File: config.mk
export PLATFORM = sky130hd
export DESIGN_NAME = address_range_watch_table
export DESIGN_NICKNAME = d
export VERILOG_FILES = /design/src/hdl/arwt_pkg.sv /design/src/hdl/arwt_slot_ram.sv /design/src/hdl/arwt_out_reg.sv /design/src/hdl/address_range_watch_table.sv
export SDC_FILE = /design/constraint.sdc
export NUM_CORES = 2
export LEC_CHECK = 0
export ABC_AREA = 1
export BUFFER_PORTS_ARGS = -buffer_cell sky130_fd_sc_hd__buf_2
export CAP_MARGIN = 25
export CORE_MARGIN = 3
export CORE_UTILIZATION = 56
export DETAILED_ROUTE_END_ITERATION = 8
export HOLD_SLACK_MARGIN = 0.03
export PLACE_DENSITY = 0.84
export SLEW_MARGIN = 0
export SYNTH_ARGS = -nofsm -noshare
export SYNTH_HDL_FRONTEND = slang
export SYNTH_SLANG_ARGS = --single-unit
export TNS_END_PERCENT = 5
File: constraint.sdc
create_clock -name clk_i -period 8.1 [get_ports clk_i]
set_input_delay 0 -clock clk_i [delete_from_list [all_inputs] [get_ports clk_i]]
set_output_delay 0 -clock clk_i [all_outputs]
set_load 0.01 [all_outputs]
File: src/hdl/arwt_pkg.sv
`default_nettype none
package arwt_pkg;

  // Table geometry
  localparam int SLOTS     = 16;
  localparam int MAX_OUT   = 16;
  localparam int IDX_W     = (SLOTS > 1) ? $clog2(SLOTS) : 1;
  localparam int CNT_W     = $clog2(SLOTS + 1);
  localparam int HITS_W    = $clog2(MAX_OUT + 1);
  localparam int ADDR_W    = 32;
  localparam int LEN_W     = 16;
  localparam int END_W     = ADDR_W + 1;
  localparam int IDX_OUT_W = 4;

  // Stream and register port widths
  localparam int S_DATA_W   = 88;
  localparam int S_USER_W   = 2;
  localparam int M_DATA_W   = 8;
  localparam int CFG_ADDR_W = 3;
  localparam int CFG_DATA_W = 32;

  // Register index (byte address / 4)
  localparam logic [CFG_ADDR_W-3:0] REG_BRK_ADDR = '0;

  typedef enum logic [1:0] {
    MODE_CHECK  = 2'd0,
    MODE_ARM    = 2'd1,
    MODE_DISARM = 2'd2,
    MODE_CLEAR  = 2'd3
  } mode_e;

  typedef enum logic [2:0] {
    ST_IDLE  = 3'b001,
    ST_SCAN  = 3'b010,
    ST_DRAIN = 3'b100
  } state_e;

  typedef struct packed {
    logic [END_W-1:0]  high;
    logic [ADDR_W-1:0] low;
  } slot_t;

  typedef struct packed {
    logic             en;
    logic [IDX_W-1:0] addr;
  } rd_req_t;

  typedef struct packed {
    logic             en;
    logic [IDX_W-1:0] addr;
    slot_t            data;
  } wr_req_t;

  typedef struct packed {
    logic                 brk;
    logic                 status;
    logic                 last;
    logic                 hit;
    logic [IDX_OUT_W-1:0] slot_index;
  } res_t;

endpackage
`default_nettype wire

File: src/hdl/arwt_slot_ram.sv
`default_nettype none
module arwt_slot_ram (
  input  logic             clk_i,
  input  logic             rst_ni,
  input  arwt_pkg::rd_req_t rd_i,
  input  arwt_pkg::wr_req_t wr_i,
  input  logic             clear_i,
  output arwt_pkg::slot_t  rd_data_o
);
  import arwt_pkg::*;

  slot_t            mem_q [SLOTS];
  slot_t            rd_q;
  logic [SLOTS-1:0] valid_q;
  logic             rd_valid_q;

  // Range storage, registered read
  always_ff @(posedge clk_i) begin
    if (wr_i.en) begin
      mem_q[wr_i.addr] <= wr_i.data;
    end
    if (rd_i.en) begin
      rd_q <= mem_q[rd_i.addr];
    end
  end

  // Track written entries; an unwritten entry reads as zero
  always_ff @(posedge clk_i or negedge rst_ni) begin
    if (!rst_ni) begin
      valid_q    <= '0;
      rd_valid_q <= 1'b0;
    end else begin
      if (clear_i) begin
        valid_q <= '0;
      end else if (wr_i.en) begin
        valid_q[wr_i.addr] <= 1'b1;
      end
      if (rd_i.en) begin
        rd_valid_q <= valid_q[rd_i.addr];
      end
    end
  end

  assign rd_data_o = rd_valid_q ? rd_q : '0;

endmodule
`default_nettype wire

File: src/hdl/arwt_out_reg.sv
`default_nettype none
module arwt_out_reg (
  input  logic           clk_i,
  input  logic           rst_ni,
  input  logic           push_i,
  input  arwt_pkg::res_t data_i,
  output logic           can_push_o,
  output logic           m_valid_o,
  input  logic           m_ready_i,
  output arwt_pkg::res_t data_o
);
  import arwt_pkg::*;

  logic vld_q, vld_d;
  res_t data_q;

  assign can_push_o = !vld_q || m_ready_i;

  // Hold one result until the receiver takes it
  always_comb begin
    vld_d = vld_q;
    if (push_i) begin
      vld_d = 1'b1;
    end else if (m_ready_i) begin
      vld_d = 1'b0;
    end
  end

  always_ff @(posedge clk_i or negedge rst_ni) begin
    if (!rst_ni) begin
      vld_q <= 1'b0;
    end else begin
      vld_q <= vld_d;
    end
  end

  always_ff @(posedge clk_i) begin
    if (push_i) begin
      data_q <= data_i;
    end
  end

  assign m_valid_o = vld_q;
  assign data_o    = data_q;

endmodule
`default_nettype wire

File: src/hdl/address_range_watch_table.sv
// Address range watch table: up to 16 watched byte ranges kept in a slot RAM.
// Input stream (s_axis_*): tuser carries the operation (check access, arm,
// disarm, clear all); tdata carries base address, length, disarm limit and
// the remove flag. Output stream (m_axis_*): tdata carries slot index, hit,
// status and the break-disabled flag; tlast marks the final result of an item.
// A check gives one result per overlapping active slot, highest slot first,
// or one no-hit result; every other operation gives exactly one result.
// One item is taken at a time. It is accepted, then the slots are read
// from the registered RAM one at a time (check and disarm: high-water mark
// slots; arm: slots up to the one taken, at most 16), and then the last
// result is drained. A check or a disarm with a high-water mark of zero and
// a clear read no slot and go straight to draining. The single RAM read port
// sets the scan rate.
// A stalled receiver holds the output register; a check that finds a further
// hit then waits on the RAM read until the register frees up. After the last
// result is loaded the block takes the next item even if it is not yet taken.
// Reset empties the table, the high-water mark and the break-disabled flag
// and sets the break-disable address register to zero. APB register 0 at
// byte address 0 is the break-disable address.
`default_nettype none
module address_range_watch_table (
  input  logic                                  clk_i,
  input  logic                                  rst_ni,
  input  logic                                  s_axis_tvalid,
  output logic                                  s_axis_tready,
  // [31:0] base_address, [47:32] length, [79:48] limit_address,
  // [80] remove_request, [87:81] zero
  input  logic [arwt_pkg::S_DATA_W-1:0]          s_axis_tdata,
  // [1:0] mode
  input  logic [arwt_pkg::S_USER_W-1:0]          s_axis_tuser,
  output logic                                  m_axis_tvalid,
  input  logic                                  m_axis_tready,
  // [3:0] slot_index, [4] hit, [5] status, [6] break_disabled, [7] zero
  output logic [arwt_pkg::M_DATA_W-1:0]          m_axis_tdata,
  output logic                                  m_axis_tlast,
  input  logic                                  psel,
  input  logic                                  penable,
  input  logic                                  pwrite,
  input  logic [arwt_pkg::CFG_ADDR_W-1:0]        paddr,
  input  logic [arwt_pkg::CFG_DATA_W-1:0]        pwdata,
  output logic [arwt_pkg::CFG_DATA_W-1:0]        prdata,
  output logic                                  pready
);
  import arwt_pkg::*;

  // Control and item registers
  state_e             state_q, state_d;
  mode_e              mode_q, mode_d;
  logic [ADDR_W-1:0]  base_q, base_d;
  logic [END_W-1:0]   end_q, end_d;
  logic [ADDR_W-1:0]  limit_q, limit_d;
  logic               remove_q, remove_d;
  logic [ADDR_W-1:0]  brk_addr_q;
  logic               brk_q, brk_d;
  logic [CNT_W-1:0]   hw_q, hw_d;
  logic [SLOTS-1:0]   active_q, active_d;
  logic [IDX_W-1:0]   ptr_q, ptr_d;
  logic [CNT_W-1:0]   rem_q, rem_d;
  logic               cmp_vld_q, cmp_vld_d;
  logic [IDX_W-1:0]   cmp_idx_q, cmp_idx_d;
  logic               cmp_last_q, cmp_last_d;
  logic               pend_vld_q, pend_vld_d;
  logic [IDX_W-1:0]   pend_idx_q, pend_idx_d;
  logic [HITS_W-1:0]  hits_q, hits_d;
  logic               full_q, full_d;
  logic [CNT_W-1:0]   top_q, top_d;

  // RAM and output register connections
  rd_req_t rd_req;
  wr_req_t wr_req;
  logic    ram_clear;
  slot_t   rd_data;
  logic    push;
  res_t    res;
  logic    can_push;
  res_t    out_res;

  // Compare of the entry read in the previous cycle
  logic             cmp_active;
  logic             check_hit;
  logic             arm_match;
  logic             arm_free;
  logic             dis_in;
  logic             stall;
  logic             stop;
  logic             proc;
  logic             done_scan;
  logic             issue;
  logic [CNT_W-1:0] cmp_idx_w;
  logic             cfg_wr;

  arwt_slot_ram u_ram (
    .clk_i     (clk_i),
    .rst_ni    (rst_ni),
    .rd_i      (rd_req),
    .wr_i      (wr_req),
    .clear_i   (ram_clear),
    .rd_data_o (rd_data)
  );

  arwt_out_reg u_out (
    .clk_i      (clk_i),
    .rst_ni     (rst_ni),
    .push_i     (push),
    .data_i     (res),
    .can_push_o (can_push),
    .m_valid_o  (m_axis_tvalid),
    .m_ready_i  (m_axis_tready),
    .data_o     (out_res)
  );

  assign m_axis_tdata  = {1'b0, out_res.brk, out_res.status, out_res.hit, out_res.slot_index};
  assign m_axis_tlast  = out_res.last;
  assign s_axis_tready = (state_q == ST_IDLE);

  // Configuration port
  assign pready = 1'b1;
  assign cfg_wr = psel && penable && pwrite
                  && (paddr[CFG_ADDR_W-1:2] == REG_BRK_ADDR);
  assign prdata = (paddr[CFG_ADDR_W-1:2] == REG_BRK_ADDR) ? brk_addr_q : '0;

  always_ff @(posedge clk_i or negedge rst_ni) begin
    if (!rst_ni) begin
      brk_addr_q <= '0;
    end else if (cfg_wr) begin
      brk_addr_q <= pwdata;
    end
  end

  // Per-entry compares
  assign cmp_idx_w  = CNT_W'(cmp_idx_q);
  assign cmp_active = active_q[cmp_idx_q];
  assign check_hit  = cmp_active && (end_q > END_W'(rd_data.low))
                      && (END_W'(base_q) < rd_data.high);
  assign arm_match  = (rd_data.low == base_q) && (rd_data.high == end_q);
  assign arm_free   = (cmp_idx_w >= hw_q) || !cmp_active;
  assign dis_in     = (rd_data.low >= base_q) && (rd_data.low < limit_q);

  // Scan flow: a further hit waits while the output register is busy
  assign stall = cmp_vld_q && (mode_q == MODE_CHECK) && check_hit
                 && pend_vld_q && !can_push;
  always_comb begin
    stop = 1'b0;
    unique case (mode_q)
      MODE_CHECK:  stop = check_hit && (hits_q == HITS_W'(MAX_OUT - 1));
      MODE_ARM:    stop = arm_match || arm_free;
      MODE_DISARM: stop = 1'b0;
      MODE_CLEAR:  stop = 1'b0;
      default:     stop = 1'b0;
    endcase
  end
  assign proc      = cmp_vld_q && !stall;
  assign done_scan = proc && (stop || cmp_last_q);
  assign issue     = (state_q == ST_SCAN) && (rem_q != '0) && !stall && !done_scan;

  always_comb begin
    state_d    = state_q;
    mode_d     = mode_q;
    base_d     = base_q;
    end_d      = end_q;
    limit_d    = limit_q;
    remove_d   = remove_q;
    brk_d      = brk_q;
    hw_d       = hw_q;
    active_d   = active_q;
    ptr_d      = ptr_q;
    rem_d      = rem_q;
    cmp_vld_d  = 1'b0;
    cmp_idx_d  = cmp_idx_q;
    cmp_last_d = cmp_last_q;
    pend_vld_d = pend_vld_q;
    pend_idx_d = pend_idx_q;
    hits_d     = hits_q;
    full_d     = full_q;
    top_d      = top_q;
    rd_req     = '0;
    wr_req     = '0;
    ram_clear  = 1'b0;
    push       = 1'b0;
    res        = '0;

    unique case (state_q)
      ST_IDLE: begin
        if (s_axis_tvalid) begin
          // Latch the item and set up the scan
          mode_d     = mode_e'(s_axis_tuser[1:0]);
          base_d     = s_axis_tdata[31:0];
          end_d      = END_W'(s_axis_tdata[31:0]) + END_W'(s_axis_tdata[47:32]);
          limit_d    = s_axis_tdata[79:48];
          remove_d   = s_axis_tdata[80];
          pend_vld_d = 1'b0;
          hits_d     = '0;
          full_d     = 1'b0;
          top_d      = '0;
          unique case (mode_e'(s_axis_tuser[1:0]))
            MODE_CHECK: begin
              rem_d   = hw_q;
              ptr_d   = IDX_W'(hw_q - CNT_W'(1));
              state_d = (hw_q != '0) ? ST_SCAN : ST_DRAIN;
            end
            MODE_ARM: begin
              if (s_axis_tdata[31:0] == brk_addr_q) begin
                brk_d = 1'b1;
              end
              rem_d   = CNT_W'(SLOTS);
              ptr_d   = '0;
              state_d = ST_SCAN;
            end
            MODE_DISARM: begin
              rem_d   = hw_q;
              ptr_d   = '0;
              state_d = (hw_q != '0) ? ST_SCAN : ST_DRAIN;
            end
            MODE_CLEAR: begin
              active_d  = '0;
              hw_d      = '0;
              brk_d     = 1'b0;
              ram_clear = 1'b1;
              state_d   = ST_DRAIN;
            end
            default: state_d = ST_DRAIN;
          endcase
        end
      end

      ST_SCAN: begin
        // Issue the next slot read, or repeat the held one on a stall
        if (stall) begin
          rd_req.en   = 1'b1;
          rd_req.addr = cmp_idx_q;
          cmp_vld_d   = 1'b1;
        end else if (issue) begin
          rd_req.en   = 1'b1;
          rd_req.addr = ptr_q;
          cmp_vld_d   = 1'b1;
          cmp_idx_d   = ptr_q;
          cmp_last_d  = (rem_q == CNT_W'(1));
          rem_d       = rem_q - CNT_W'(1);
          ptr_d       = (mode_q == MODE_CHECK) ? ptr_q - IDX_W'(1) : ptr_q + IDX_W'(1);
        end

        // Act on the entry read last cycle
        if (proc) begin
          unique case (mode_q)
            MODE_CHECK: begin
              if (check_hit) begin
                if (pend_vld_q) begin
                  push           = 1'b1;
                  res.slot_index = IDX_OUT_W'(pend_idx_q);
                  res.hit        = 1'b1;
                  res.brk        = brk_q;
                end
                pend_vld_d = 1'b1;
                pend_idx_d = cmp_idx_q;
                hits_d     = hits_q + HITS_W'(1);
              end
            end
            MODE_ARM: begin
              if (stop) begin
                if (arm_match && remove_q) begin
                  active_d[cmp_idx_q] = 1'b0;
                end else begin
                  wr_req.en           = 1'b1;
                  wr_req.addr         = cmp_idx_q;
                  wr_req.data.low     = base_q;
                  wr_req.data.high    = end_q;
                  active_d[cmp_idx_q] = 1'b1;
                  if (cmp_idx_w >= hw_q) begin
                    hw_d = cmp_idx_w + CNT_W'(1);
                  end
                end
              end else if (cmp_last_q) begin
                full_d = 1'b1;
              end
            end
            MODE_DISARM: begin
              if (cmp_active) begin
                if (dis_in) begin
                  active_d[cmp_idx_q] = 1'b0;
                end else begin
                  top_d = cmp_idx_w + CNT_W'(1);
                end
              end
              if (cmp_last_q) begin
                hw_d = (cmp_active && !dis_in) ? cmp_idx_w + CNT_W'(1) : top_q;
              end
            end
            MODE_CLEAR: begin
            end
            default: begin
            end
          endcase
          if (done_scan) begin
            cmp_vld_d = 1'b0;
            state_d   = ST_DRAIN;
          end
        end
      end

      ST_DRAIN: begin
        // Emit the final result of the item
        if (can_push) begin
          push           = 1'b1;
          res.slot_index = pend_vld_q ? IDX_OUT_W'(pend_idx_q) : '0;
          res.hit        = pend_vld_q;
          res.last       = 1'b1;
          res.status     = full_q;
          res.brk        = brk_q;
          state_d        = ST_IDLE;
        end
      end

      default: state_d = ST_IDLE;
    endcase
  end

  always_ff @(posedge clk_i or negedge rst_ni) begin
    if (!rst_ni) begin
      state_q    <= ST_IDLE;
      mode_q     <= MODE_CHECK;
      base_q     <= '0;
      end_q      <= '0;
      limit_q    <= '0;
      remove_q   <= 1'b0;
      brk_q      <= 1'b0;
      hw_q       <= '0;
      active_q   <= '0;
      ptr_q      <= '0;
      rem_q      <= '0;
      cmp_vld_q  <= 1'b0;
      cmp_idx_q  <= '0;
      cmp_last_q <= 1'b0;
      pend_vld_q <= 1'b0;
      pend_idx_q <= '0;
      hits_q     <= '0;
      full_q     <= 1'b0;
      top_q      <= '0;
    end else begin
      state_q    <= state_d;
      mode_q     <= mode_d;
      base_q     <= base_d;
      end_q      <= end_d;
      limit_q    <= limit_d;
      remove_q   <= remove_d;
      brk_q      <= brk_d;
      hw_q       <= hw_d;
      active_q   <= active_d;
      ptr_q      <= ptr_d;
      rem_q      <= rem_d;
      cmp_vld_q  <= cmp_vld_d;
      cmp_idx_q  <= cmp_idx_d;
      cmp_last_q <= cmp_last_d;
      pend_vld_q <= pend_vld_d;
      pend_idx_q <= pend_idx_d;
      hits_q     <= hits_d;
      full_q     <= full_d;
      top_q      <= top_d;
    end
  end

endmodule
`default_nettype wire

# ---- Word level (Yosys, flattened, before mapping)
# Memories as Yosys holds them, arrays and structs flattened. A register that Yosys moved wholly into a read port is not among the register bits.
# Cells that the tools add are included.
dict set report word_totals {
  register_bits 214
  latchBits 0
  mem_bits_rw 1040
  rom_bits 0
  in_bits 132
  output_inout_bits 44
  word_cells 256
  memories 1
}
# memory depth word_bits read_ports rd_ports_with_merged_regs wr line
set memory_table {}
lappend memory_table {u_ram.mem_q 16 65 1 1 1 arwt_slot_ram.sv:12} ;# slot_t mem_q [SLOTS];
dict set report op_classes {
  add_sub_neg 7
  multipliers 0
  div_mod_pow 0
  magnitude_cmp 10
  eq_ne 39
  shift 0
  n_mux 110
  n_bitwise 6
  reduce_logical 55
}
# operator count
set ops {}
lappend ops {{two-way mux 70 bit} 5}
lappend ops {{two-way mux 16 bit} 9}
lappend ops {{two-way mux 5 bit} 26}
lappend ops {{case mux 5 bit (2 select lines)} 7}
lappend ops {{two-way mux 65 bit} 1}
lappend ops {{== test 32 bit} 2}
lappend ops {{case mux 16 bit (2 select lines)} 2}
lappend ops {{two-way mux 1 bit} 34}
lappend ops {{adder 32 x 16 -> 33 bit} 1}
lappend ops {{== test 33 bit} 1}
lappend ops {{> comparator 33 x 32 -> 1 bit} 1}
lappend ops {{< comparator 32 x 33 -> 1 bit} 1}
lappend ops {{greater-or-equal comparator 32 bit} 1}
lappend ops {{< comparator 32 bit} 1}
lappend ops {{two-way mux 32 bit} 1}
lappend ops {{OR 16 bit} 2}
lappend ops {{!= test 2 bit, second input constant} 13}
lappend ops {{logical AND 1 bit} 21}
lappend ops {{two-way mux 4 bit} 5}
lappend ops {{!= test 3 bit, second input constant} 6}
lappend ops {{case mux 3 bit (3 select lines)} 2}
lappend ops {{AND 16 bit} 1}
lappend ops {{NOT 16 bit} 1}
lappend ops {{case mux 4 bit (2 select lines)} 2}
lappend ops {{other kinds (38)} 81}

# ---- Depth between registers and ports, before layout
dict set report depth {
  depth_word 18
  depth_mapped 33
}

# ---- By module
# A second synthesis with hierarchy kept.
dict set report hier_totals {
  hier_cells 5423
  hier_area_um2 58970.3
}
# module n_inst cells_per_inst area_per_inst_um2
set modules_own_cells {}
lappend modules_own_cells {arwt_slot_ram 1 3337 44061.0}
lappend modules_own_cells {address_range_watch_table 1 2073 14624.0}
lappend modules_own_cells {arwt_out_reg 1 13 285.3}

# ---- Worst setup path after synthesis
# Ideal clock, no wire load.
dict set report synth_timing {
  kind {reg2reg}
  from {register u_ram.rd_valid_q}
  to {memory u_ram.mem_q[9][0] (netlist name), enable pin}
  t_arrival_ns 7.354
  slack_ns 0.175
  path_stages_with_launch 22
  n_path_buf 3
  period_less_slack_ns 7.925
  cell_sequence {dfrtp_1 > buf_6 > clkbuf_1 > buf_1 > nand2_1 > ha_1 > nand2_1 > nor2_1 > nand2_1 > nor2_1 > nand3_1 > nand3_1 > nor2_1 > nand2_1 > inv_2 > nand3_2 > nor2_4 > nor2_2 > inv_1 > nor3_1 > nand2_1 > nor3_1}
}
dict set report synth_between {
  elab_chain_cells 13
}
# element line
set synth_lines {}
lappend synth_lines {{start, declared} arwt_slot_ram.sv:15} ;# logic rd_valid_q;
lappend synth_lines {{start signal, assigned} arwt_slot_ram.sv:39} ;# rd_valid_q <= valid_q[rd_i.addr];
lappend synth_lines {{two-way mux 65 bit (*)} arwt_slot_ram.sv:44} ;# assign rd_data_o = rd_valid_q ? rd_q : '0;
lappend synth_lines {{branches (longest 8 deep; another with > comparator 33 x 32 -> 1 bit)} -}
lappend synth_lines {{two-way mux 70 bit (*)} address_range_watch_table.sv:243} ;# if (proc) begin
lappend synth_lines {{two-way mux 70 bit (*)} address_range_watch_table.sv:182} ;# unique case (state_q)
lappend synth_lines {{two-way mux 1 bit} arwt_slot_ram.sv:19} ;# if (wr_i.en) begin
lappend synth_lines {{two-way mux 1 bit (implied by the code)} arwt_slot_ram.sv:20} ;# mem_q[wr_i.addr] <= wr_i.data;
lappend synth_lines {{end, declared} arwt_slot_ram.sv:12}
# Every way passes the cells marked *.

# ---- Final worst setup path
dict set report layout_timing {
  from {register u_ram.rd_valid_q}
  to {memory u_ram.mem_q[13][18] (netlist name), enable pin}
}
# The elaborated chain is that of the path after synthesis.

==> qor.txt <==
clk_skew = 0.0618 ns
Syn. warnings = 0
area grow syn2layout = 15.1%
H-tree depth = 3
GR Util All Layers = 0.322
worst slew pin tran = 1.17 ns
Total Wirelength = 178000 um
Setup crit end = u_ram.mem_q[13][18]
initial antenna violation count = 6
top layer reached by signal wires = met5
clk buf depth = 3
CP delay by family, top = simple AND/OR/NAND/NOR gates
Vias = 44.7k
setup tns final = 0 ns
setup ws final = 2.02 ns
Synth area leader = edfxtp_1
CTS tree = built
commonest non-fill, non-tap cell in the layout = edfxtp_1
RSZ-0062 raised after global routing = no
clock root buffer master = clkbuf_16
Die Width = 330 um
WL met3 = 24800 um
Placed Cells = 6544
utilization after layout = 0.651
Cell Area, Synth = 58700 um2
DP HPWL = 96000 um
Arr. time, crit path = 6.44 ns
Synth async-reset ratio = 0.156
cts repair resizes = 0
num ports = 176
clock transition at the registers of the reported paths = 0.08 ns
Reg-to-Reg End = u_ram.mem_q[13][18]
final hold vios = 0
Post-Syn Area per Cell = 11.2 um2
Peak VDD IR = 0.284 mV
met2 WL post-DR = 80600 um
Worst path slowest cell = nor2_4
Seq cells post-synth = 1319
largest net degree at the start of global routing = 173
post-synthesis cell type count = 57
Pwr Density = 284 nW/um2
starting density of the core = 0.566
Max Fclk = 164 MHz
post-synthesis sequential area ratio = 0.657
Layout Cells excl Fill = 6996
Post-Syn Nets = 5523
Final period util = 0.751
Worst Path Max Fanout = 29
Mapped Cells = 5226
most frequent CP cell = nand3_1
Post-synth EDFFs = 1113
port buffer count = 164
commonest cells after routing, fill and taps aside = edfxtp_1 (1113), a21oi_1 (657), inv_1 (596)
met1 WL = 60400 um
core area = 104000 um2
Setup Viol. Count Final = 0
die area = 109000 um2
worst slack, placed = 2.20 ns
clock power share = 0.317
reg-to-reg slack, setup = 2.02 ns
drt first pass iters = 9
Critical Path Stages = 17
power consumption = 19.2 mW
num rows = 118
Die Y = 330 um
Via density = 6.40
WL/cell = 25.5 um
fin. max-slew vios = 0
layout net count = 5804
Routed Antenna Nets = 0
share of cells above drive strength 1 = 0.0893
Pint = 12.8 mW
RePlAce Congestion = 0.974
CP cell instances = buf_4, nand2_1, inv_1, ha_1, nand4_1, nor3_1, inv_1, nor2_1, nand2_1, nor2_1, nand3_1, a21oi_2, nand3_1, nor3_1, nand3_1, nor2_4, buf_4
cts bufs inserted = 119
area share of the largest cell type after synthesis = 0.569
Clk Latency, worst-skew pair = 0.76 ns
Hold WC Path Type = input pin to register
wire length of the first global-routing pass = 263000 um
CTS sink cnt = 1319
hold_buf cts = 217
Max-Cap Viols = 0
Post-CTS Repair Setup Buffers = 0
Logic pwr share = 0.256
Setup crit end kind = register
Static Leak = 25.4 nW
worst reg2reg startpoint = u_ram.rd_valid_q
critical path launch point type = register
Setup crit start = u_ram.rd_valid_q
DRC = 0
Worst slew margin = 0.216
Psw = 6.40 mW
total congestion overflow = 0
min Tclk post-route = 6.08 ns
largest stage delay on the critical path = 0.74 ns
critical path class = register to register
Top FF cell, synth = edfxtp_1
largest cells by area after synthesis = edfxtp_1 (57%), dfrtp_1 (8.7%), a21oi_1 (5.6%)
number of global-route vias before repair = 43.4k
Fill cells = 6824
data required time of the worst path = 8.46 ns
Sw Share = 0.333
run status = finished, final reports clean
Buf+Inv Stages, Crit Path = 4
reg2reg path depth = 17
share of power burned in registers = 0.428
initial DRC count = 6957
## worst min path at each step
stage	startpoint	to	slack [ns]	cells past startpoint
floorplan	rst_ni	active_q[0]	-0.30	0
global placement	s_axis_tdata[53]	limit_q[5]	0.20	3
detailed placement	s_axis_tdata[53]	limit_q[5]	0.21	3
CTS	penable	brk_addr_q[1]	0.03	4
global route	s_axis_tdata[60]	limit_q[12]	0.07	4
finish	s_axis_tdata[60]	limit_q[12]	0.07	4
## registers in the layout, summed over array words and instances, names as in the netlist, 5 cells and up
signal	flops
u_ram.rd_q	65
active_q	16
u_out.data_o	8
hits_q	5
brk_addr_q	32
rem_q	5
limit_q	32
hw_q	5
u_ram.mem_q	1040
top_q	5
end_q	33
base_q	32
u_ram.valid_q	16
## metal layers
metal / vias to the layer above / track usage
met1: 21000 / 0.403
met5: - / 0
met3: 862 / 0.0932
met4: 2 / 0.200
li1: 19200 / -
met2: 3704 / 0.497
## stage by stage
stage	area, um2	hold WS [ns]
after global placement	61000	0.205
after CTS	67500	0.0310
after floorplan	58700	-0.296
after detailed placement	61100	0.215
after global routing	67600	0.0719
final	67600	0.0712
## cells by family after synthesis
group	count (synthesis)	share of synthesized area
AO/OA/AOI/OAI	1687	0.159
flip-flops	1319	0.657
AND/OR/NAND/NOR	1074	0.0770
buffers and inverters	918	0.0620
adder cells (fa/ha/maj)	165	0.0354
XOR/XNOR	60	0.00895
other	2	0.000128
multiplexers	1	0.000192
## cell usage after synthesis (all sizes together) (9+ instances only)
cell	count
edfxtp	1113
o21ai	682
a21oi	658
inv	610
nand2	510
nor2	269
o211ai	269
nand3	217
dfrtp	205
clkbuf	185
ha	163
buf	121
xor2	41
nand4	37
nor3	30
xnor2	19
o221ai	15
o22ai	9
## power by group through the flow
stage,Clock [mW],Combinational [mW],Sequential [mW]
floorplan,0,3.10,8.08
global placement,0,4.28,8.28
detailed placement,0,4.43,8.29
CTS,6.06,4.65,8.16
global route,6.35,5.37,8.22
finish,6.08,4.91,8.21
## worst register-to-register path, stage by stage, from the launching register on
cell     delay [ns]
dfrtp_2        0.72
buf_4          0.42
nand2_1        0.17
inv_1          0.18
ha_1           0.17
nand4_1        0.13
nor3_1         0.28
inv_1          0.07
nor2_1         0.40
nand2_1        0.09
nor2_1         0.15
nand3_1        0.15
a21oi_2        0.23
nand3_1        0.10
nor3_1         0.63
nand3_1        0.44
nor2_4         0.74
buf_4          0.61
## final cells by class
type	instances	area (um2)	area share
Inverter	612	2300	0.0341
Antenna cell	3	7.51	0.000111
Clock buffer	145	3150	0.0466
Clock inverter	82	1090	0.0162
Timing Repair Buffer	466	4040	0.0597
Sequential cell	1319	38600	0.571
Multi-Input combinational cell	2989	16700	0.247
Tap cell	1380	1730	0.0256
Note: power is estimated with default switching activity, not from simulation.
